$ cat src/hdl/sbv_pkg.sv
// Package for the square beep voice: field widths, register defaults,
// opcode codes, queue item and divider request/response types.
// No dependencies.
package sbv_pkg;

    localparam int RATE_W     = 18;
    localparam int LVL_W      = 24;
    localparam int SLOPE_W    = 26;
    localparam int CNT_W      = 17;
    localparam int SAMPLE_W   = 16;
    localparam int STEP_W     = 24;
    localparam int SHIFT_OUT  = LVL_W - (SAMPLE_W - 1);

    localparam int PEAK_MS_DEF  = 20;
    localparam int TOTAL_MS_DEF = 200;
    localparam int MS_MAX       = 600;
    localparam int MS_W         = $clog2(MS_MAX + 1);
    localparam int MS_PER_S     = 1000;

    localparam int NUM_W = RATE_W + MS_W;
    localparam int DEN_W = CNT_W;

    // floor(x / MS_PER_S) as (x * RECIP_MS) >> RECIP_SH, exact for any NUM_W-bit x
    localparam int RECIP_SH = 38;
    localparam int RECIP_W  = 29;
    localparam int PROD_W   = NUM_W + RECIP_W;
    localparam int QUO_W    = PROD_W - RECIP_SH;
    localparam logic [63:0] RECIP_FULL =
        ((64'd1 << RECIP_SH) + 64'(MS_PER_S) - 64'd1) / 64'(MS_PER_S);
    localparam logic [RECIP_W-1:0] RECIP_MS = RECIP_FULL[RECIP_W-1:0];

    localparam logic [CNT_W-1:0]  TOTAL_MIN = CNT_W'(100);
    localparam logic [CNT_W-1:0]  CNT_MAX   = {CNT_W{1'b1}};

    localparam logic [RATE_W-1:0] RATE_RST = RATE_W'(44100);
    localparam logic [LVL_W-1:0]  PEAK_RST = LVL_W'(2516582);
    localparam logic [LVL_W-1:0]  LVL_MAX  = {LVL_W{1'b1}};

    localparam int CFG_AW  = 1;
    localparam int CFG_DW  = LVL_W;
    localparam logic [CFG_AW-1:0] CFG_SAMPLE_RATE = 1'b0;
    localparam logic [CFG_AW-1:0] CFG_PEAK_LEVEL  = 1'b1;

    localparam logic OP_TICK  = 1'b0;
    localparam logic OP_START = 1'b1;

    localparam int QDEPTH = 2;

    typedef struct packed {
        logic              opcode;
        logic [STEP_W-1:0] step;
    } sbv_item_t;

    typedef struct packed {
        logic             start;
        logic [NUM_W-1:0] num;
        logic [DEN_W-1:0] den;
    } sbv_div_req_t;

    typedef struct packed {
        logic             done;
        logic [NUM_W-1:0] quot;
    } sbv_div_rsp_t;

endpackage

$ cat src/hdl/sbv_div.sv
// Restoring divider, one quotient bit per cycle, for the envelope slopes.
// Depends on sbv_pkg.
module sbv_div import sbv_pkg::*; (
    input  logic          aclk,
    input  logic          aresetn,
    input  sbv_div_req_t  req,
    output sbv_div_rsp_t  rsp
);

    localparam int ITER_W = $clog2(NUM_W + 1);

    logic [DEN_W-1:0]  rem_reg, rem_next;
    logic [NUM_W-1:0]  quo_reg, quo_next;
    logic [DEN_W-1:0]  den_reg, den_next;
    logic [ITER_W-1:0] iter_reg, iter_next;
    logic              busy_reg, busy_next;
    logic              done_reg, done_next;
    logic [DEN_W:0]    trial;
    logic              fits;

    assign trial = {rem_reg, quo_reg[NUM_W-1]};
    assign fits  = (trial >= {1'b0, den_reg});

    always_comb begin
        rem_next  = rem_reg;
        quo_next  = quo_reg;
        den_next  = den_reg;
        iter_next = iter_reg;
        busy_next = busy_reg;
        done_next = 1'b0;
        if (req.start) begin
            rem_next  = '0;
            quo_next  = req.num;
            den_next  = req.den;
            iter_next = ITER_W'(NUM_W);
            busy_next = 1'b1;
        end else if (busy_reg) begin
            rem_next  = fits ? DEN_W'(trial - {1'b0, den_reg}) : trial[DEN_W-1:0];
            quo_next  = {quo_reg[NUM_W-2:0], fits};
            iter_next = iter_reg - 1'b1;
            if (iter_reg == ITER_W'(1)) begin
                busy_next = 1'b0;
                done_next = 1'b1;
            end
        end
    end

    always_ff @(posedge aclk) begin
        if (!aresetn) begin
            busy_reg <= 1'b0;
            done_reg <= 1'b0;
            iter_reg <= '0;
        end else begin
            busy_reg <= busy_next;
            done_reg <= done_next;
            iter_reg <= iter_next;
        end
    end

    always_ff @(posedge aclk) begin
        rem_reg <= rem_next;
        quo_reg <= quo_next;
        den_reg <= den_next;
    end

    assign rsp.done = done_reg;
    assign rsp.quot = quo_reg;

endmodule

$ cat config.mk
export PLATFORM = sky130hd
export DESIGN_NAME = sbv_div
export DESIGN_NICKNAME = d
export VERILOG_FILES = /design/src/hdl/sbv_pkg.sv /design/src/hdl/sbv_div.sv
export SDC_FILE = /design/constraint.sdc
export NUM_CORES = 1
export LEC_CHECK = 0
export BUFFER_PORTS_ARGS = -buffer_cell sky130_fd_sc_hd__buf_2
export CAP_MARGIN = 20
export CORE_ASPECT_RATIO = 0.6
export CORE_UTILIZATION = 52
export CTS_BUF_LIST = sky130_fd_sc_hd__clkbuf_2
export DETAILED_ROUTE_END_ITERATION = 10
export GPL_ROUTABILITY_DRIVEN = 0
export PLACE_DENSITY = 0.81
export REMOVE_ABC_BUFFERS = 1
export SYNTH_ARGS = -nofsm -noshare
export SYNTH_HDL_FRONTEND = slang
export SYNTH_SLANG_ARGS = --single-unit
$ cat constraint.sdc
create_clock -name aclk -period 3.4 [get_ports aclk]
set_input_delay 0.68 -clock aclk [delete_from_list [all_inputs] [get_ports aclk]]
set_output_delay 0.68 -clock aclk [all_outputs]
set_load 0.02 [all_outputs]
After elaboration in Yosys (flattened, before gate mapping)
Index checks and enable logic that the tools add are counted.

operators by class
  equal/unequal tests = 1
  bitwise operators = 2
  add/sub/neg operators = 2
  shifts and indexed selects = 0
  reduce and logical (&&, ||, !) cells = 3
  $mul = 0
  mux-type cells = 9
  div/mod/pow operators = 0
  magnitude comparators = 1

operators with widths
  operator                                                               number
  28-bit two-way mux                                                     2
  18-bit by 17-bit >= comparator with 1-bit output                       1
  17-bit two-way mux                                                     1
  17-bit subtractor                                                      1
  5-bit two-way mux                                                      2
  5-bit by 1-bit equality test with 1-bit output, second input constant  1
  5-bit by 1-bit subtractor with 5-bit output, second input constant     1
  1-bit two-way mux                                                      4
  3-bit OR reduction                                                     1
  1-bit NOT                                                              2
  2-bit nonzero test                                                     1
  2-bit OR reduction                                                     1

storage, ports and cells
  input port bits = 48
  bits in latches = 0
  word-level logic and storage cells = 25
  RAM bits = 0
  register bits = 69
  output and inout bits = 29
  memories kept = 0
  memory bits (read-only) = 0

Depth between registers and ports, before layout
  depth in word-level cells = 4
  depth in mapped cells = 11
  gate-level depth less buffers = 10

Worst setup path before layout
OpenSTA, ideal clock, no wires.

  kind = register -> register
  start point = register quo_reg[27]
  end point = register quo_reg[0], data pin
  cell stages (with the launch flop) = 12
  period minus slack after synthesis = 2823 ps
  path slack = 577 ps
  data arrival time = 2563 ps
  required time = 3140 ps
  setup time = 260 ps
  cell sequence = edfxtp_1 inv_1 ha_1 inv_1 fa_1 a211oi_1 o211ai_1 nand2_1 a31o_2 buf_1 nand2_4 mux2_2

between the ends
  cells in the longest elaborated chain, start to end = 3

ends and longest elaborated chain
  element                                           line           text
  start, declared                                   sbv_div.sv:13  logic [NUM_W-1:0] quo_reg, quo_next;
  start signal, assigned                            sbv_div.sv:62  quo_reg <= quo_next;
  18-bit by 17-bit >= comparator with 1-bit output  sbv_div.sv:22  assign fits = (trial >= {1'b0, den_reg});
  28-bit two-way mux                                sbv_div.sv:37  end else if (busy_reg) begin
  28-bit two-way mux                                sbv_div.sv:31  if (req.start) begin
  net quo_next[0]                                   sbv_div.sv:13

The timed path passes the listed nets, and every way through them passes these cells. The select of a mux whose other input is x is not followed.
A chain may end at the register's enable or synchronous reset.

Worst setup path in the final report
  start point = register quo_reg[27]
  end point = register rem_reg[15]

between the ends
  cells in the longest elaborated chain, start to end = 2
  elaborated cells on any way between the ends = 3
  classes of those cells = add/sub: 1; order compare: 1; mux: 1

ends and longest elaborated chain
  element                                                                                       line                          text
  17-bit subtractor / 18-bit by 17-bit >= comparator with 1-bit output (equally long branches)  sbv_div.sv:38, sbv_div.sv:22
  17-bit two-way mux *                                                                          sbv_div.sv:38                 rem_next = fits ? DEN_W'(trial - {1'b0, den_reg}) : trial[DEN_W-1:0];
  end signal, assigned                                                                          sbv_div.sv:61                 rem_reg <= rem_next;
  end, declared                                                                                 sbv_div.sv:12                 logic [DEN_W-1:0] rem_reg, rem_next;

Every way passes the cells marked *; elsewhere a longest branch is shown, timed or not.

==> reports/metrics.yaml <==
synthArstFlopShare_pct: 0
synth_xor_area_share_pct: 3.266
setup_tns_ns: 0
chipWidth_microns: 111.7
die-height_microns: 67.82
synth_edf_count: 45
hpwl_mm: 6.165
ys_types: 58
cts-buffers-inserted: 9
regArea_sq_mm: 0.001832
cts_htree_levels: 3
setup_viol: 0
synth_fa_ha_area_share_pct: 6.864
r2r_slack_ns: 0.47
critPathLaunchType: "register"
power_density_mw_per_mm2: 410.3
cp_max_fo: 15
core_area_sq_mm: 0.006820
io_buffer_count: 76
start_util_pct: 55.05
fill_cells: 575
min_period_ns: 2.926
synth_common_cells: "edfxtp_1, nor2_1, mux2_2"
r2r_end: "rem_reg[15]"
grt_max_degree: 24
muxShareOfSynthArea_pct: 8.397
fin_crit_sh_pct: 86.06
finalHoldViolCount: 0
worstSetupPathType: "reg2reg"
largest_reg_flops: 28
tightest_slew_ns: 0.9969
multi_input_area_sq_mm: 0.001770
ys.flop_type: "edfxtp_1"
cts_tree: "built"
synth_top_area_share_pct: 35.99
n_antenna_cell: 0
synth_top_cell_by_area: "edfxtp_1"
synthTopCellsByArea: "edfxtp_1, dfxtp_1, mux2_2"
root_buffer: "clkbuf_2"
post-cts-setup-buffer-count: 0
cap_violations: 0
clock_path_buffers: 2
cp_data_arrival_time_ns: 3.37
drt-total-wl_mm: 8.475
grt_pass1_vias: 2763
vias: 3036
vias_per_cell: 5.884
die_area_sq_mm: 0.007576
clk_pin_slew_ns: 0.18
cp-end-kind: "register"
synthCells: 344
hp-class: "in2reg"
drtIter0Drc: 288
num_rows: 23
grt_pass1_wl_mm: 13.54
static-leakage-power_nw: 1.813
cts.sinks: 69
synth_top_family_by_area: "compound AO/OA/AOI/OAI gates"
holdBufCountCts: 0
track_usage_pct: 23.72
rsz0062_at_grt: "false"
synth_compound_area_share_pct: 17.26
synth_seq_area_share_pct: 48.78
max-slew-margin-rel_pct: 33.29
cts_resized: 0
skew_ns: 0.01762
antenna_left: 0
syn_avg_cell_area_sq_um: 10.92
holdWs_ns: 0.3096
clkLatencyLatePin_ns: 0.53
synth.most_common_cell: "edfxtp_1"
antenna_found_initial: 0
drc: 7
status: "finished, violations left"
violations: "DRC"
boundaryPins: 77
crit_path_end: "rem_reg[15]"
reg2reg_from: "quo_reg[27]"
nets: 492
crit_required_ns: 3.84
yosysWarnings: 0
grt-ovfl-total: 0
area_growth_pct: 14.86
wl_per_cell_microns: 16.42
crit_start: "quo_reg[27]"
drive_above_1_share_pct: 31.70
synth_seq_cells: 69
fmax_mhz: 341.8
irDropWorstVdd_mv: 0.2514
reg2regPathDepth: 10
yosys.area_share.simple_pct: 11.36
syn_area_sq_mm: 0.003755
slew_violations: 0
first_pass_iters: 8
## cell families after synthesis
| group | after synthesis |
|---|---|
| AND/OR/NAND/NOR | 89 |
| flip-flops | 69 |
| AO/OA/AOI/OAI | 85 |
| buffers and inverters | 39 |
| XOR/XNOR | 14 |
| multiplexers | 28 |
| adder cells (fa/ha/maj) | 20 |
## cells in the final DEF, fill, tap and decap left out, types with 2 or more instances in the layout
| cell type | instances |
|---|---|
| a211oi_1 | 4 |
| a21o_1 | 2 |
| a21oi_1 | 19 |
| a311oi_1 | 3 |
| a41oi_1 | 3 |
| and2_1 | 5 |
| buf_2 | 76 |
| buf_4 | 6 |
| clkbuf_2 | 15 |
| dfxtp_1 | 24 |
| edfxtp_1 | 45 |
| ha_1 | 19 |
| inv_1 | 26 |
| mux2_2 | 28 |
| nand2_1 | 24 |
| nand2b_1 | 4 |
| nand3_1 | 4 |
| nand4_1 | 3 |
| nor2_1 | 30 |
| nor3_1 | 7 |
| nor4_1 | 2 |
| o211ai_1 | 7 |
| o21a_1 | 3 |
| o21ai_0 | 11 |
| o221ai_1 | 4 |
| o311a_1 | 2 |
| o311ai_1 | 2 |
| o31ai_1 | 5 |
| o32ai_1 | 2 |
| or3_1 | 4 |
| xnor2_1 | 8 |
| xor2_1 | 6 |
## layer usage
| layer | share of wire [%] | vias to the layer above | GRT usage [%] |
|---|---|---|---|
| li1 | - | 1449 | - |
| met1 | 49 | 1410 | 33.22 |
| met2 | 41 | 161 | 33.70 |
| met3 | 8.9 | 16 | 7.972 |
| met4 | 1.5 | 0 | 9.628 |
| met5 | 0 | - | 0 |
## metrics by stage
step | area (sq um) | utilization (%) | std cells | worst slack (ns) | total power, mW
after floorplan | 3700 | - | 331 | 0.7529 | 1.267
after global placement | 4234 | 62.08 | 500 | 0.6815 | 1.383
after detailed placement | 4234 | 62.08 | 500 | 0.5459 | 1.398
after CTS | 4313 | 63.24 | 516 | 0.5120 | 1.784
after global routing | 4313 | 63.24 | 516 | 0.2717 | 1.863
final | 4313 | 63.24 | 516 | 0.4740 | 1.769
## power breakdown
group	internal, mW	switching (mW)	leakage [nW]
Clock	0.113	0.272	0.0639
Sequential	0.969	0.0352	0.645
Combinational	0.157	0.224	1.10
Total	1.24	0.530	1.81
## layout make-up
type	instances	share of cell area [%]
well taps	87	2.524
flip-flops and latches	69	42.47
repair buffers	82	9.864
inverters	26	2.263
clock inverters	1	0.08703
clock buffers	15	1.741
multi-input cells	236	41.05
## how the worst min path moves through the flow
stage                             end  depth (start not counted)        start
after floorplan           rem_reg[12]                          2  rem_reg[12]
after global placement    rem_reg[12]                          2  rem_reg[12]
after detailed placement  iter_reg[1]                          2  iter_reg[1]
after CTS                 den_reg[14]                          1      req[14]
after global routing      den_reg[16]                          1      req[16]
final                     den_reg[15]                          1      req[15]
## critical path: stages (launching register included)
cell and delay [ns]:
edfxtp_1 0.42, inv_1 0.09, ha_1 0.15, inv_1 0.05, fa_1 0.41, a211oi_1 0.34
o211ai_1 0.21, nand2_1 0.16, a31oi_2 0.32, o2111a_1 0.38, a311o_1 0.32
Power figures use the tool's default switching activity.
