$ cat src/hdl/sbv_pkg.sv
// Package for the square beep voice: field widths, register defaults,
// opcode codes, queue item and divider request/response types.
// No dependencies.
package sbv_pkg;

    localparam int RATE_W     = 18;
    localparam int LVL_W      = 24;
    localparam int SLOPE_W    = 26;
    localparam int CNT_W      = 17;
    localparam int SAMPLE_W   = 16;
    localparam int STEP_W     = 24;
    localparam int SHIFT_OUT  = LVL_W - (SAMPLE_W - 1);

    localparam int PEAK_MS_DEF  = 20;
    localparam int TOTAL_MS_DEF = 200;
    localparam int MS_MAX       = 600;
    localparam int MS_W         = $clog2(MS_MAX + 1);
    localparam int MS_PER_S     = 1000;

    localparam int NUM_W = RATE_W + MS_W;
    localparam int DEN_W = CNT_W;

    // floor(x / MS_PER_S) as (x * RECIP_MS) >> RECIP_SH, exact for any NUM_W-bit x
    localparam int RECIP_SH = 38;
    localparam int RECIP_W  = 29;
    localparam int PROD_W   = NUM_W + RECIP_W;
    localparam int QUO_W    = PROD_W - RECIP_SH;
    localparam logic [63:0] RECIP_FULL =
        ((64'd1 << RECIP_SH) + 64'(MS_PER_S) - 64'd1) / 64'(MS_PER_S);
    localparam logic [RECIP_W-1:0] RECIP_MS = RECIP_FULL[RECIP_W-1:0];

    localparam logic [CNT_W-1:0]  TOTAL_MIN = CNT_W'(100);
    localparam logic [CNT_W-1:0]  CNT_MAX   = {CNT_W{1'b1}};

    localparam logic [RATE_W-1:0] RATE_RST = RATE_W'(44100);
    localparam logic [LVL_W-1:0]  PEAK_RST = LVL_W'(2516582);
    localparam logic [LVL_W-1:0]  LVL_MAX  = {LVL_W{1'b1}};

    localparam int CFG_AW  = 1;
    localparam int CFG_DW  = LVL_W;
    localparam logic [CFG_AW-1:0] CFG_SAMPLE_RATE = 1'b0;
    localparam logic [CFG_AW-1:0] CFG_PEAK_LEVEL  = 1'b1;

    localparam logic OP_TICK  = 1'b0;
    localparam logic OP_START = 1'b1;

    localparam int QDEPTH = 2;

    typedef struct packed {
        logic              opcode;
        logic [STEP_W-1:0] step;
    } sbv_item_t;

    typedef struct packed {
        logic             start;
        logic [NUM_W-1:0] num;
        logic [DEN_W-1:0] den;
    } sbv_div_req_t;

    typedef struct packed {
        logic             done;
        logic [NUM_W-1:0] quot;
    } sbv_div_rsp_t;

endpackage

$ cat src/hdl/sbv_front.sv
// Front end of the beep voice: takes input beats and holds them in a short
// queue for the back end. Depends on sbv_pkg.
module sbv_front import sbv_pkg::*; (
    input  logic              aclk,
    input  logic              aresetn,
    input  logic              s_tvalid,
    output logic              s_tready,
    input  logic [23:0]       s_tdata,   // phase_step[23:0]
    input  logic              s_tuser,   // opcode
    output logic              q_valid,
    output sbv_item_t         q_item,
    input  logic              q_pop
);

    localparam int PTR_W = (QDEPTH > 1) ? $clog2(QDEPTH) : 1;
    localparam int CNT_QW = $clog2(QDEPTH + 1);

    sbv_item_t              entries_reg [QDEPTH];
    logic [PTR_W-1:0]       wr_ptr_reg, wr_ptr_next;
    logic [PTR_W-1:0]       rd_ptr_reg, rd_ptr_next;
    logic [CNT_QW-1:0]      count_reg, count_next;
    logic                   push, pop;

    assign s_tready = (count_reg != CNT_QW'(QDEPTH));
    assign q_valid  = (count_reg != '0);
    assign q_item   = entries_reg[rd_ptr_reg];
    assign push     = s_tvalid & s_tready;
    assign pop      = q_pop & q_valid;

    always_comb begin
        wr_ptr_next = wr_ptr_reg;
        rd_ptr_next = rd_ptr_reg;
        count_next  = count_reg;
        if (push) begin
            wr_ptr_next = (wr_ptr_reg == PTR_W'(QDEPTH - 1)) ? '0 : wr_ptr_reg + 1'b1;
        end
        if (pop) begin
            rd_ptr_next = (rd_ptr_reg == PTR_W'(QDEPTH - 1)) ? '0 : rd_ptr_reg + 1'b1;
        end
        if (push && !pop) begin
            count_next = count_reg + 1'b1;
        end else if (pop && !push) begin
            count_next = count_reg - 1'b1;
        end
    end

    always_ff @(posedge aclk) begin
        if (!aresetn) begin
            wr_ptr_reg <= '0;
            rd_ptr_reg <= '0;
            count_reg  <= '0;
        end else begin
            wr_ptr_reg <= wr_ptr_next;
            rd_ptr_reg <= rd_ptr_next;
            count_reg  <= count_next;
        end
    end

    always_ff @(posedge aclk) begin
        if (push) begin
            entries_reg[wr_ptr_reg] <= '{opcode: s_tuser, step: s_tdata};
        end
    end

endmodule

$ cat config.mk
export PLATFORM = sky130hd
export DESIGN_NAME = sbv_front
export DESIGN_NICKNAME = d
export VERILOG_FILES = /design/src/hdl/sbv_pkg.sv /design/src/hdl/sbv_front.sv
export SDC_FILE = /design/constraint.sdc
export NUM_CORES = 1
export LEC_CHECK = 0
export BUFFER_PORTS_ARGS = -buffer_cell sky130_fd_sc_hd__buf_2
export CAP_MARGIN = 10
export CORE_ASPECT_RATIO = 0.7
export CORE_MARGIN = 2
export CORE_UTILIZATION = 51
export CTS_CLUSTER_SIZE = 25
export DETAILED_ROUTE_END_ITERATION = 8
export GPL_TIMING_DRIVEN = 0
export HOLD_SLACK_MARGIN = 0.06
export PLACE_DENSITY = 0.85
export REMOVE_ABC_BUFFERS = 1
export SKIP_LAST_GASP = 1
export SLEW_MARGIN = 10
export SYNTH_ARGS = -nofsm -noshare
export SYNTH_HDL_FRONTEND = slang
export SYNTH_SLANG_ARGS = --single-unit
$ cat constraint.sdc
create_clock -name aclk -period 1.85 [get_ports aclk]
set_input_delay 0.185 -clock aclk [delete_from_list [all_inputs] [get_ports aclk]]
set_output_delay 0.185 -clock aclk [all_outputs]
set_load 0.01 [all_outputs]
# ---- Word-level counts from Yosys, hierarchy flattened
# Memories as Yosys holds them, arrays and structs flattened. A register that Yosys moved wholly into a read port is not among the register bits.
# Cells that the tools add are included.
dict set report totals {
  reg_bits 4
  latchBits 0
  ram_bits 50
  mem_bits_ro 0
  inputBits 29
  word_cells 25
  memories 1
}
# memory depth width read_ports rd_clocked_by_memory_dff write_ports line
set memory_table {}
lappend memory_table {entries_reg 2 25 1 1 1 sbv_front.sv:18} ;# sbv_item_t entries_reg [QDEPTH];
dict set report classes {
  add_sub_neg 4
  multipliers 0
  n_div 0
  magnitude_cmp 0
  eq_ne 1
  shifts 0
  n_mux 8
  bitwise 2
  reduce_logical 6
}
# op n
set ops {}
lappend ops {{1-bit 2-to-1 mux} 6}
lappend ops {{2-bit 2-to-1 mux} 2}
lappend ops {{2-bit nonzero test} 2}
lappend ops {{1-bit adder (second input constant)} 2}
lappend ops {{2-bit by 1-bit adder with 2-bit output (second input constant)} 1}
lappend ops {{1-bit AND} 2}
lappend ops {{1-bit logical AND} 2}
lappend ops {{1-bit zero test} 2}
lappend ops {{2-bit inequality test (second input constant)} 1}
lappend ops {{2-bit by 1-bit subtractor with 2-bit output (second input constant)} 1}

# ---- Logic depth before layout (Yosys ltp)
# Gate-level depths: netlist (run 1).
dict set report depth {
  depth_word 6
  mapped_depth 6
  ltp_nobuf 6
}

# ---- Worst setup path after synthesis (run 1)
# No wires, ideal clock.
dict set report synth_timing {
  path_type {reg-to-reg}
  from {register count_reg[0]}
  to {memory entries_reg[1][0] in the netlist's numbering (enable)}
  setup_ns 0.384
  arrival_time_ns 1.251
  slack_ns 0.215
  stages_incl_launch_ff 3
  synth_period_minus_slack_ns 1.635
  path_cell_list {dfxtp_1 > nand2b_4 > and3_1}
}
dict set report synth_between {
  elab_chain_cells 4
}
# item line
set synth_rtl {}
lappend synth_rtl {{from (decl)} sbv_front.sv:21} ;# logic [CNT_QW-1:0] count_reg, count_next;
lappend synth_rtl {{from (signal assigned)} sbv_front.sv:55} ;# count_reg <= count_next;
lappend synth_rtl {{2-bit inequality test} sbv_front.sv:24} ;# assign s_tready = (count_reg != CNT_QW'(QDEPTH));
lappend synth_rtl {{named net s_tready} sbv_front.sv:7} ;# output logic s_tready,
lappend synth_rtl {{1-bit AND} sbv_front.sv:27} ;# assign push = s_tvalid & s_tready;
lappend synth_rtl {{1-bit 2-to-1 mux} sbv_front.sv:60} ;# if (push) begin
lappend synth_rtl {{1-bit 2-to-1 mux (not written as such)} sbv_front.sv:61} ;# entries_reg[wr_ptr_reg] <= '{opcode: s_tuser, step: s_tdata};
lappend synth_rtl {{to (decl)} sbv_front.sv:18}
# The timed path passes the listed nets, and every way through them passes these cells.

==> results of run 1 <==
-- critical path: stages (launching register included) --
cell and delay [ns]:
dfxtp_2 0.71, mux2_2 0.41, buf_2 0.14
-- logic make-up after synthesis --
kind of cell	count (synthesis)
AO/OA/AOI/OAI	5
adder cells (fa/ha/maj)	1
XOR/XNOR	3
buffers and inverters	4
multiplexers	25
flip-flops	55
AND/OR/NAND/NOR	9
-- worst max path at each step --
stage,from,to,slack (ns),depth (start not counted)
2_1_floorplan,count_reg[0]$_SDFFE_PN0P_,entries_reg[1][0]$_DFFE_PP_,0.21,2
3_3_place_gp,count_reg[0]$_SDFFE_PN0P_,entries_reg[1][6]$_DFFE_PP_,-0.05,2
3_5_place_dp,count_reg[0]$_SDFFE_PN0P_,entries_reg[1][17]$_DFFE_PP_,-0.11,2
4_1_cts,count_reg[0]$_SDFFE_PN0P_,entries_reg[0][20]$_DFFE_PP_,0.005,3
5_1_grt,register,q_item[4],0.02,2
6_report,register,q_item[4],0.10,2
-- power breakdown --
group	switching, uW	internal, uW	leakage [uW]	total [uW]
combinational	367	427	0.000372	795
sequential	138	1560	0.000509	1700
clock	342	259	0.0000477	601
-- stage by stage --
stage / cell area [um2] / setup TNS (ns) / power [uW] / worst slack (ns) / std cells
after floorplan: 2030 / 0 / 2210 / 0.215 / 99
after global placement: 2370 / -1.22 / 2490 / -0.0497 / 206
after detailed placement: 2370 / -2.84 / 2530 / -0.115 / 206
after CTS: 2450 / 0 / 3130 / 0.00506 / 214
after global routing: 2480 / 0 / 3250 / 0.0180 / 216
final: 2480 / 0 / 3090 / 0.102 / 216
-- cell usage in the layout (no fill, tap or decap), drive strengths merged --
cell          n
buf          55
edfxtp       50
mux2         25
clkbuf        5
dfxtp         5
and2          4
clkinv        3
xnor2         2
dlygate4sd3   2
o21ai         2
a21boi        2
nand2b        1
or2           1
and3          1
nand3b        1
clkinvlp      1
a21bo         1
xor2          1
or3           1
ha            1
-- metal layers --
| metal | part of all wire, % | vias up |
|---|---|---|
| li1 | - | 512 |
| met3 | 5.2 | 4 |
| met5 | 0 | - |
| met1 | 43 | 524 |
| met2 | 50 | 37 |
| met4 | 1.3 | 0 |
-- area by class of cell --
cell class              count  area, um2
clock buffers               5       68.8
clock inverters             3       15.0
fillers                   288       1400
inverters                   1       7.51
multi-input cells          43        422
flip-flops and latches     55       1600
well taps                  52       65.1
repair buffers             57        295
-- repair_timing --
| action | 4_1_cts | 5_1_grt |
|---|---|---|
| setup endpoints to repair | 50 | 25 |
| gates cloned | 0 | 0 |
| gates resized for setup | 2 | 1 |
| setup buffers | 0 | 0 |
| pin swaps | 0 | 0 |
| endpoints found under the hold margin | 0 | 4 |
| hold buffers | 0 | 2 |
==> results.py, run 1 <==
metrics = {
    "run": {
        "max_cap_viol_count": 0,
    },
    "yosys": {
        "synth_largest_area_cell": "edfxtp_1",
        "synthArstFlopShare_pct": 0,
        "synth.top_cells.by_count": "edfxtp_1, mux2_2, dfxtp_1",
        "synth_warnings": 0,
        "syn_area_um2": 2040,
        "ys_top_cells_by_area": "edfxtp_1, mux2_2, dfxtp_1, and2_1, xnor2_1",
        "yosysMostFrequentCell": "edfxtp_1",
        "synth_top_family_by_area": "multiplexers",
        "syn-instance-count": 102,
        "muxShareOfSynthArea_pct": 13.8,
        "synth_compound_area_share_pct": 1.72,
        "synth.distinct_cells": 19,
        "ys.flop_type": "edfxtp_1",
        "ys_seq_elements": 55,
        "avgSynthCellArea_um2": 20.0,
        "yosys.area_share.simple_pct": 3.19,
        "synth-seq-area-share_pct": 78.5,
        "yosys.area.top_type_share_pct": 73.6,
        "synth-edff-count": 50,
        "synth-xor-area-share_pct": 1.29,
        "synthAdderAreaFrac_pct": 0.613,
    },
    "timing": {
        "hold_viol": 0,
        "fin_crit_sh_pct": 94.5,
        "rsz0062_at_grt": "false",
        "setup_violations": 0,
        "tightest_slew_ns": 0.586,
        "slew-limit-headroom_pct": 60.9,
        "maxSlewViolCount": 0,
        "min_period_ns": 1.75,
        "skew_ns": 0.00806,
        "max_freq_mhz": 572,
        "whs_ns": 0.0778,
    },
    "worst_setup_path": {
        "crit_path_max_fanout": 25,
        "cp.arrival_ns": 1.56,
        "rr_startpoint": "count_reg[0]$_SDFFE_PN0P_",
        "rrSetupSlack_ns": 0.25,
        "required_ns": 1.66,
        "ff2ff_path_depth": 3,
        "cp-start-kind": "register",
        "r2r_end": "entries_reg[0][20]$_DFFE_PP_",
        "cp-end-kind": "output port",
        "crit_type": "register to output port",
    },
    "die": {
        "dieWidth_um": 79.6,
        "rows": 19,
        "fp.coreArea_um2": 3870,
        "die_area_um2": 4530,
        "fp.dieH_um": 56.9,
        "start_util_pct": 52.7,
        "ios": 56,
    },
    "global_routing": {
        "grt_pass1_wl_mm": 4.89,
        "use_met1_pct": 17.5,
        "antenna_found_initial": 0,
        "grt.busiest_layer": "met2",
        "use_met3_pct": 4.82,
        "grtUsageMet2_pct": 25.2,
        "grt_pass1_vias": 1100,
        "grt_remaining_overflow": 0,
        "grt_start_max_net_pins": 26,
        "groute.usage.overall_pct": 14.8,
    },
    "route": {
        "wl_per_cell_um": 15.0,
        "drcViolationCount": 0,
        "first_iter_violations": 37,
        "via_count": 1077,
        "drtPass1Iterations": 4,
        "wirelength_mm": 3.24,
        "ant_nets": 0,
        "via_per_inst": 4.99,
    },
    "clock_network": {
        "cts_root_buffer": "clkbuf_8",
        "cts_tree": "built",
        "cts-buffers-inserted": 5,
        "clock_latency_ns": 0.29,
        "clock_sinks": 55,
        "htreeDepth": 2,
        "path_clk_slew_ns": 0.09,
        "clockBufferDepth": 2,
    },
    "final_layout": {
        "fin_util_pct": 63.9,
        "largest_reg_flops": 50,
        "diodes": 0,
        "final_nets": 193,
        "drive_gt1_share_pct": 57.3,
        "area_growth_pct": 21.3,
    },
    "placement": {
        "place_congestion": 0.631,
        "port_buffers": 55,
        "dp_hpwl_mm": 2.23,
    },
    "outcome": {
        "status": "completed",
    },
    "min_path": {
        "hold_depth": 1,
        "hold_start": "s_tdata[12]",
        "hold_end": "entries_reg[0][12]$_DFFE_PP_",
        "hp-class": "primary input to register",
    },
    "power_and_ir_drop": {
        "p_leak_uw": 0.000928,
        "vdd_drop_max_mv": 1.02,
        "p_per_area_nw_per_um2": 1250,
    },
}
Note: power is estimated with default switching activity, not from simulation.
==> run 2: changes to the inputs <==
Settings changed: BUFFER_PORTS_ARGS -buffer_cell sky130_fd_sc_hd__buf_2 to -buffer_cell sky130_fd_sc_hd__buf_4, REMOVE_ABC_BUFFERS 1 to default, SLEW_MARGIN 10 to default.
==> run 2 against run 1 <==
Clock power decreased by 2%; critical path depth increased by 2; die area unchanged; sequential power decreased by 5%; first-iteration DRC count increased by 46%; via count increased by 2.4%; combinational power increased by 32%; sequential share of layout area decreased by 4.2 points; total power increased by 5.4%; clock skew decreased by 0.0060 ns; worst setup slack improved by 0.0041 ns; non-clock buffer count increased by 5; critical endpoint is now q_item[8]; largest cell class unchanged.
==> results.py, run 2 (synthesis results as in run 1) <==
metrics = {
    "outcome": {
        "status": "completed",
    },
    "power_and_ir_drop": {
        "switching_share_pct": 27.0,
        "sequentialPowerShare_pct": 49.8,
        "power_frac_clock_pct": 18.1,
        "pwr-share-comb_pct": 32.1,
        "vdd_drop_max_mv": 0.748,
        "p_per_area_nw_per_um2": 1230,
        "switchingPower_uw": 879,
        "intPower_uw": 2380,
        "p_leak_uw": 0.000993,
    },
    "worst_setup_path": {
        "cpPeakStageDelay_ns": 0.36,
        "crit_path_max_fanout": 10,
        "crit_type": "register to output port",
        "rr_startpoint": "count_reg[0]$_SDFFE_PN0P_",
        "crit_buf_inv": 3,
        "cp-end-kind": "output port",
        "cp-start-kind": "register",
        "slowest_stage": "mux2_2",
        "required_ns": 1.66,
        "rrSetupSlack_ns": 0.20,
        "cp.arrival_ns": 1.56,
        "critical-path-top-delay-family": "buffers and inverters",
        "ff2ff_path_depth": 5,
        "r2r_end": "count_reg[1]$_SDFFE_PN0P_",
        "crit_chain": "buf_2, clkbuf_4, mux2_2, buf_4",
    },
    "final_layout": {
        "largest_reg_flops": 50,
        "final_nets": 198,
        "diodes": 0,
        "n_fill_cell": 274,
        "area_growth_pct": 29.7,
        "layout_commonest_cell": "buf_4",
        "drive_gt1_share_pct": 56.0,
        "final_cell_mix": "buf_4, edfxtp_1, mux2_2, dfxtp_1, clkbuf_8",
        "fin_area_um2": 2650,
    },
    "global_routing": {
        "groute.usage.overall_pct": 16.6,
        "grt_pass1_wl_mm": 5.46,
        "grt_start_max_net_pins": 26,
        "grt_pass1_vias": 1198,
        "grt.busiest_layer": "met2",
        "use_met3_pct": 5.95,
        "grt_remaining_overflow": 0,
        "antenna_found_initial": 0,
        "grtUsageMet2_pct": 29.7,
        "use_met1_pct": 17.8,
    },
    "die": {
        "ios": 56,
        "die_area_um2": 4530,
        "fp.coreArea_um2": 3870,
        "rows": 19,
        "fp.dieH_um": 56.9,
        "start_util_pct": 52.7,
        "dieWidth_um": 79.6,
    },
    "placement": {
        "dpl_cell_area_um2": 2520,
        "port_buffers": 55,
        "place_congestion": 0.835,
        "pre_cts_slack_ns": -0.126,
    },
    "timing": {
        "min_period_ns": 1.74,
        "setup_violations": 0,
        "tightest_slew_ns": 0.611,
        "whs_ns": 0.0715,
        "rsz0062_at_grt": "false",
        "hold_viol": 0,
        "max_freq_mhz": 573,
        "maxSlewViolCount": 0,
        "skew_ns": 0.00206,
        "fin_crit_sh_pct": 94.3,
        "slew-limit-headroom_pct": 59.3,
        "worst_slack_ns": 0.106,
        "setup_tns_ns": 0,
    },
    "clock_network": {
        "cts-buffers-inserted": 5,
        "cts_tree": "built",
        "path_clk_slew_ns": 0.09,
        "clockBufferDepth": 2,
        "clock_latency_ns": 0.29,
        "clock_sinks": 55,
        "cts_root_buffer": "clkbuf_8",
        "htreeDepth": 2,
    },
    "route": {
        "wirelength_mm": 3.52,
        "ant_nets": 0,
        "via_count": 1103,
        "via_per_inst": 5.01,
        "drcViolationCount": 0,
        "wl_per_cell_um": 16.0,
        "first_iter_violations": 54,
        "drtPass1Iterations": 4,
    },
    "run": {
        "max_cap_viol_count": 0,
    },
    "min_path": {
        "hold_depth": 1,
        "hp-class": "primary input to register",
        "hold_start": "s_tdata[15]",
        "hold_end": "entries_reg[0][15]$_DFFE_PP_",
    },
    "yosys": {
        "synth_fp_nets": 132,
    },
}
run 2: cell count changes in the layout (fill, tap and decap cells not counted):
cell | before | now
clkinv_1 | 0 | 1
dlygate4sd3_1 | 2 | 4
clkinv_2 | 3 | 1
dfxtp_1 | 4 | 5
buf_4 | 0 | 55
clkbuf_4 | 0 | 2
buf_2 | 55 | 1
dfxtp_2 | 1 | 0
run 2: area by class of cell:
class,count,area [um2],area share (%)
Multi-Input combinational cell,43,422,15.9
Timing Repair Buffer,59,453,17.1
Clock inverter,2,8.76,0.331
Sequential cell,55,1600,60.5
Clock buffer,5,68.8,2.60
Buffer,3,20.0,0.757
Inverter,1,7.51,0.284
Tap cell,52,65.1,2.46
run 2: metal layers:
layer / share of wire, % / vias up
li1: - / 517
met1: 37 / 537
met2: 54 / 38
met3: 5.5 / 11
met4: 2.8 / 0
met5: 0 / -
run 2: timing repair:
| action | 4_1_cts | 5_1_grt |
|---|---|---|
| endpoints found under the hold margin | 0 | 7 |
| endpoints found under the setup margin | 50 | 16 |
| setup buffers | 0 | 0 |
| hold buffers | 0 | 4 |
| resized for setup | 2 | 2 |
run 2: worst register-to-register path: stages, from the launching register on:
cell      delay [ns]
dfxtp_1         0.37
nand2b_4        0.17
and2_1          0.17
ha_1            0.33
or3_1           0.37
a21boi_1        0.16
run 2: power by group through the flow:
stage / Clock (uW) / Combinational [uW] / Sequential, uW
3_3_place_gp: 0 / 994 / 1640
3_5_place_dp: 0 / 1040 / 1660
2_1_floorplan: 0 / 597 / 1630
6_report: 590 / 1050 / 1620
4_1_cts: 608 / 1050 / 1630
5_1_grt: 650 / 1130 / 1640
run 2: worst max-delay path by stage:
| stage | slack (ns) | endpoint | cells after the start | from |
|---|---|---|---|---|
| 2_1_floorplan | 0.21 | entries_reg[1][0]$_DFFE_PP_ | 2 | count_reg[0]$_SDFFE_PN0P_ |
| 3_3_place_gp | -0.05 | entries_reg[1][20]$_DFFE_PP_ | 2 | count_reg[0]$_SDFFE_PN0P_ |
| 3_5_place_dp | -0.13 | entries_reg[1][24]$_DFFE_PP_ | 2 | count_reg[0]$_SDFFE_PN0P_ |
| 4_1_cts | 0.03 | q_item[8] | 4 | register |
| 5_1_grt | 0.02 | q_item[8] | 4 | register |
| 6_report | 0.11 | q_item[8] | 4 | register |
run 2: stage by stage:
step,instances,utilization [%],power [uW]
floorplan,102,-,2230
global placement,209,65.0,2630
detailed placement,209,65.0,2700
CTS,216,67.1,3280
global route,220,68.3,3420
finish,220,68.3,3260
==> run 3: changes to the inputs <==
--- a/constraint.sdc
+++ b/constraint.sdc
@@ -3,2 +3,2 @@
 set_output_delay 0.185 -clock aclk [all_outputs]
-set_load 0.01 [all_outputs]
+set_load 0.1 [all_outputs]
==> run 3 against run 2 <==
Total power grew 47%; core utilization grew 4.9 points; critical path depth is the same; register-to-register slack gained 0.03 ns; fmax shrank 0.47%; cell count grew 7.3%; combinational power grew 130%; via count grew 3.3%; sequential cell count is the same; die area is the same; count of clock-buffer cells in the layout is the same; hold slack gained 0.00078 ns; critical endpoint is now q_item[22].
==> results.py, run 3 (synthesis results as in run 1) <==
metrics = {
    "final_layout": {
        "layout.cells.non_filler": 236,
        "drive_gt1_share_pct": 51.6,
        "largest_reg_flops": 50,
        "area_growth_pct": 39.0,
        "fin_area_um2": 2840,
        "layout_commonest_cell": "buf_4",
        "n_fill_cell": 253,
        "diodes": 0,
        "final_nets": 213,
        "seq_area_um2": 1600,
        "multi_input_comb_area_um2": 422,
        "final_cell_mix": "buf_4, edfxtp_1, mux2_2, dlygate4sd3_1",
    },
    "die": {
        "dieWidth_um": 79.6,
        "start_util_pct": 52.7,
        "ios": 56,
        "rows": 19,
        "die_area_um2": 4530,
        "fp.coreArea_um2": 3870,
        "fp.dieH_um": 56.9,
    },
    "timing": {
        "tightest_slew_ns": 0.596,
        "maxSlewViolCount": 0,
        "rsz0062_at_grt": "false",
        "worst_slack_ns": 0.0979,
        "skew_ns": 0.00638,
        "slew-limit-headroom_pct": 60.3,
        "setup_violations": 0,
        "max_freq_mhz": 571,
        "whs_ns": 0.0723,
        "hold_viol": 0,
        "fin_crit_sh_pct": 94.7,
        "min_period_ns": 1.75,
    },
    "clock_network": {
        "clock_sinks": 55,
        "cts_tree": "built",
        "cts-buffers-inserted": 5,
        "path_clk_slew_ns": 0.09,
        "clock_latency_ns": 0.30,
        "htreeDepth": 2,
        "clockBufferDepth": 2,
        "cts_root_buffer": "clkbuf_8",
    },
    "power_and_ir_drop": {
        "p_leak_uw": 0.00107,
        "sequentialPowerShare_pct": 33.9,
        "p_per_area_nw_per_um2": 1690,
        "switchingPower_uw": 2220,
        "power_frac_clock_pct": 15.7,
        "pwr-share-comb_pct": 50.4,
        "vdd_drop_max_mv": 1.04,
        "switching_share_pct": 46.3,
        "intPower_uw": 2580,
    },
    "worst_setup_path": {
        "crit_path_max_fanout": 10,
        "crit_type": "register to output port",
        "required_ns": 1.66,
        "cp-start-kind": "register",
        "cp-end-kind": "output port",
        "cp.arrival_ns": 1.57,
    },
    "global_routing": {
        "grt_pass1_vias": 1188,
        "grt_start_max_net_pins": 26,
        "grt_remaining_overflow": 0,
        "grt_pass1_wl_mm": 5.48,
        "antenna_found_initial": 0,
        "groute.usage.overall_pct": 16.6,
    },
    "route": {
        "via_count": 1139,
        "wl_per_cell_um": 15.5,
        "first_iter_violations": 61,
        "wirelength_mm": 3.66,
        "via_per_inst": 4.83,
        "ant_nets": 0,
        "drtPass1Iterations": 6,
        "drcViolationCount": 0,
    },
    "min_path": {
        "hp-class": "primary input to register",
    },
    "run": {
        "max_cap_viol_count": 0,
    },
    "placement": {
        "pre_cts_slack_ns": -0.0113,
        "dpl_cell_area_um2": 2520,
        "place_congestion": 0.703,
        "place_inst": 209,
        "port_buffers": 55,
        "dp_hpwl_mm": 2.46,
    },
    "yosys": {
        "synth_fp_nets": 132,
    },
    "outcome": {
        "status": "completed",
    },
}
-- run 3: final timing paths --
kind	start	endpoint	slack, ns	cells past startpoint
max	register	q_item[22]	0.1	4
min	s_tdata[9]	entries_reg[1][9]$_DFFE_PP_	0.07	1
max reg2reg	count_reg[0]$_SDFFE_PN0P_	count_reg[1]$_SDFFE_PN0P_	0.23	5
min reg2reg	count_reg[1]$_SDFFE_PN0P_	count_reg[1]$_SDFFE_PN0P_	0.58	2
-- run 3: cell type report --
type / instances / area share (%)
multi-input cells: 43 / 14.9
inverters: 1 / 0.265
repair buffers: 74 / 21.3
clock buffers: 5 / 2.43
clock inverters: 3 / 1.37
flip-flops and latches: 55 / 56.5
well taps: 52 / 2.29
plain buffers: 3 / 1.06
-- run 3: repair_timing --
item | in CTS | in global routing
hold buffers | 2 | 17
endpoints found under the setup margin | 45 | 20
gates resized for setup | 3 | 3
endpoints found under the hold margin | 4 | 32
buffers inserted | 0 | 0
-- run 3: metrics by stage --
| step | utilization, % | setup TNS [ns] | total power, uW |
|---|---|---|---|
| global placement | 65.0 | 0 | 3970 |
| detailed placement | 65.0 | -0.256 | 4020 |
| floorplan | - | 0 | 3560 |
| CTS | 68.6 | 0 | 4780 |
| global route | 73.2 | 0 | 4960 |
| finish | 73.2 | 0 | 4800 |
-- run 3: power by group through the flow --
stage / sequential, uW / clock, uW / combinational, uW
final: 1630 / 756 / 2420
after detailed placement: 1660 / 0 / 2360
after CTS: 1630 / 763 / 2390
after global placement: 1640 / 0 / 2330
after global routing: 1640 / 815 / 2500
after floorplan: 1630 / 0 / 1930
-- run 3: metal layers --
metal,vias up,part of all wire [%],global-route usage [%]
li1,548,-,-
met2,33,56,30.4
met3,2,4.4,5.79
met5,-,0,0
met1,556,39,18.5
met4,0,0.63,4.43
-- run 3: worst max-delay path, cell delays in order (launching register included) --
cell and delay, ns:
dfxtp_1 0.32, clkbuf_4 0.20, buf_6 0.17, mux2_2 0.35
buf_4 0.24
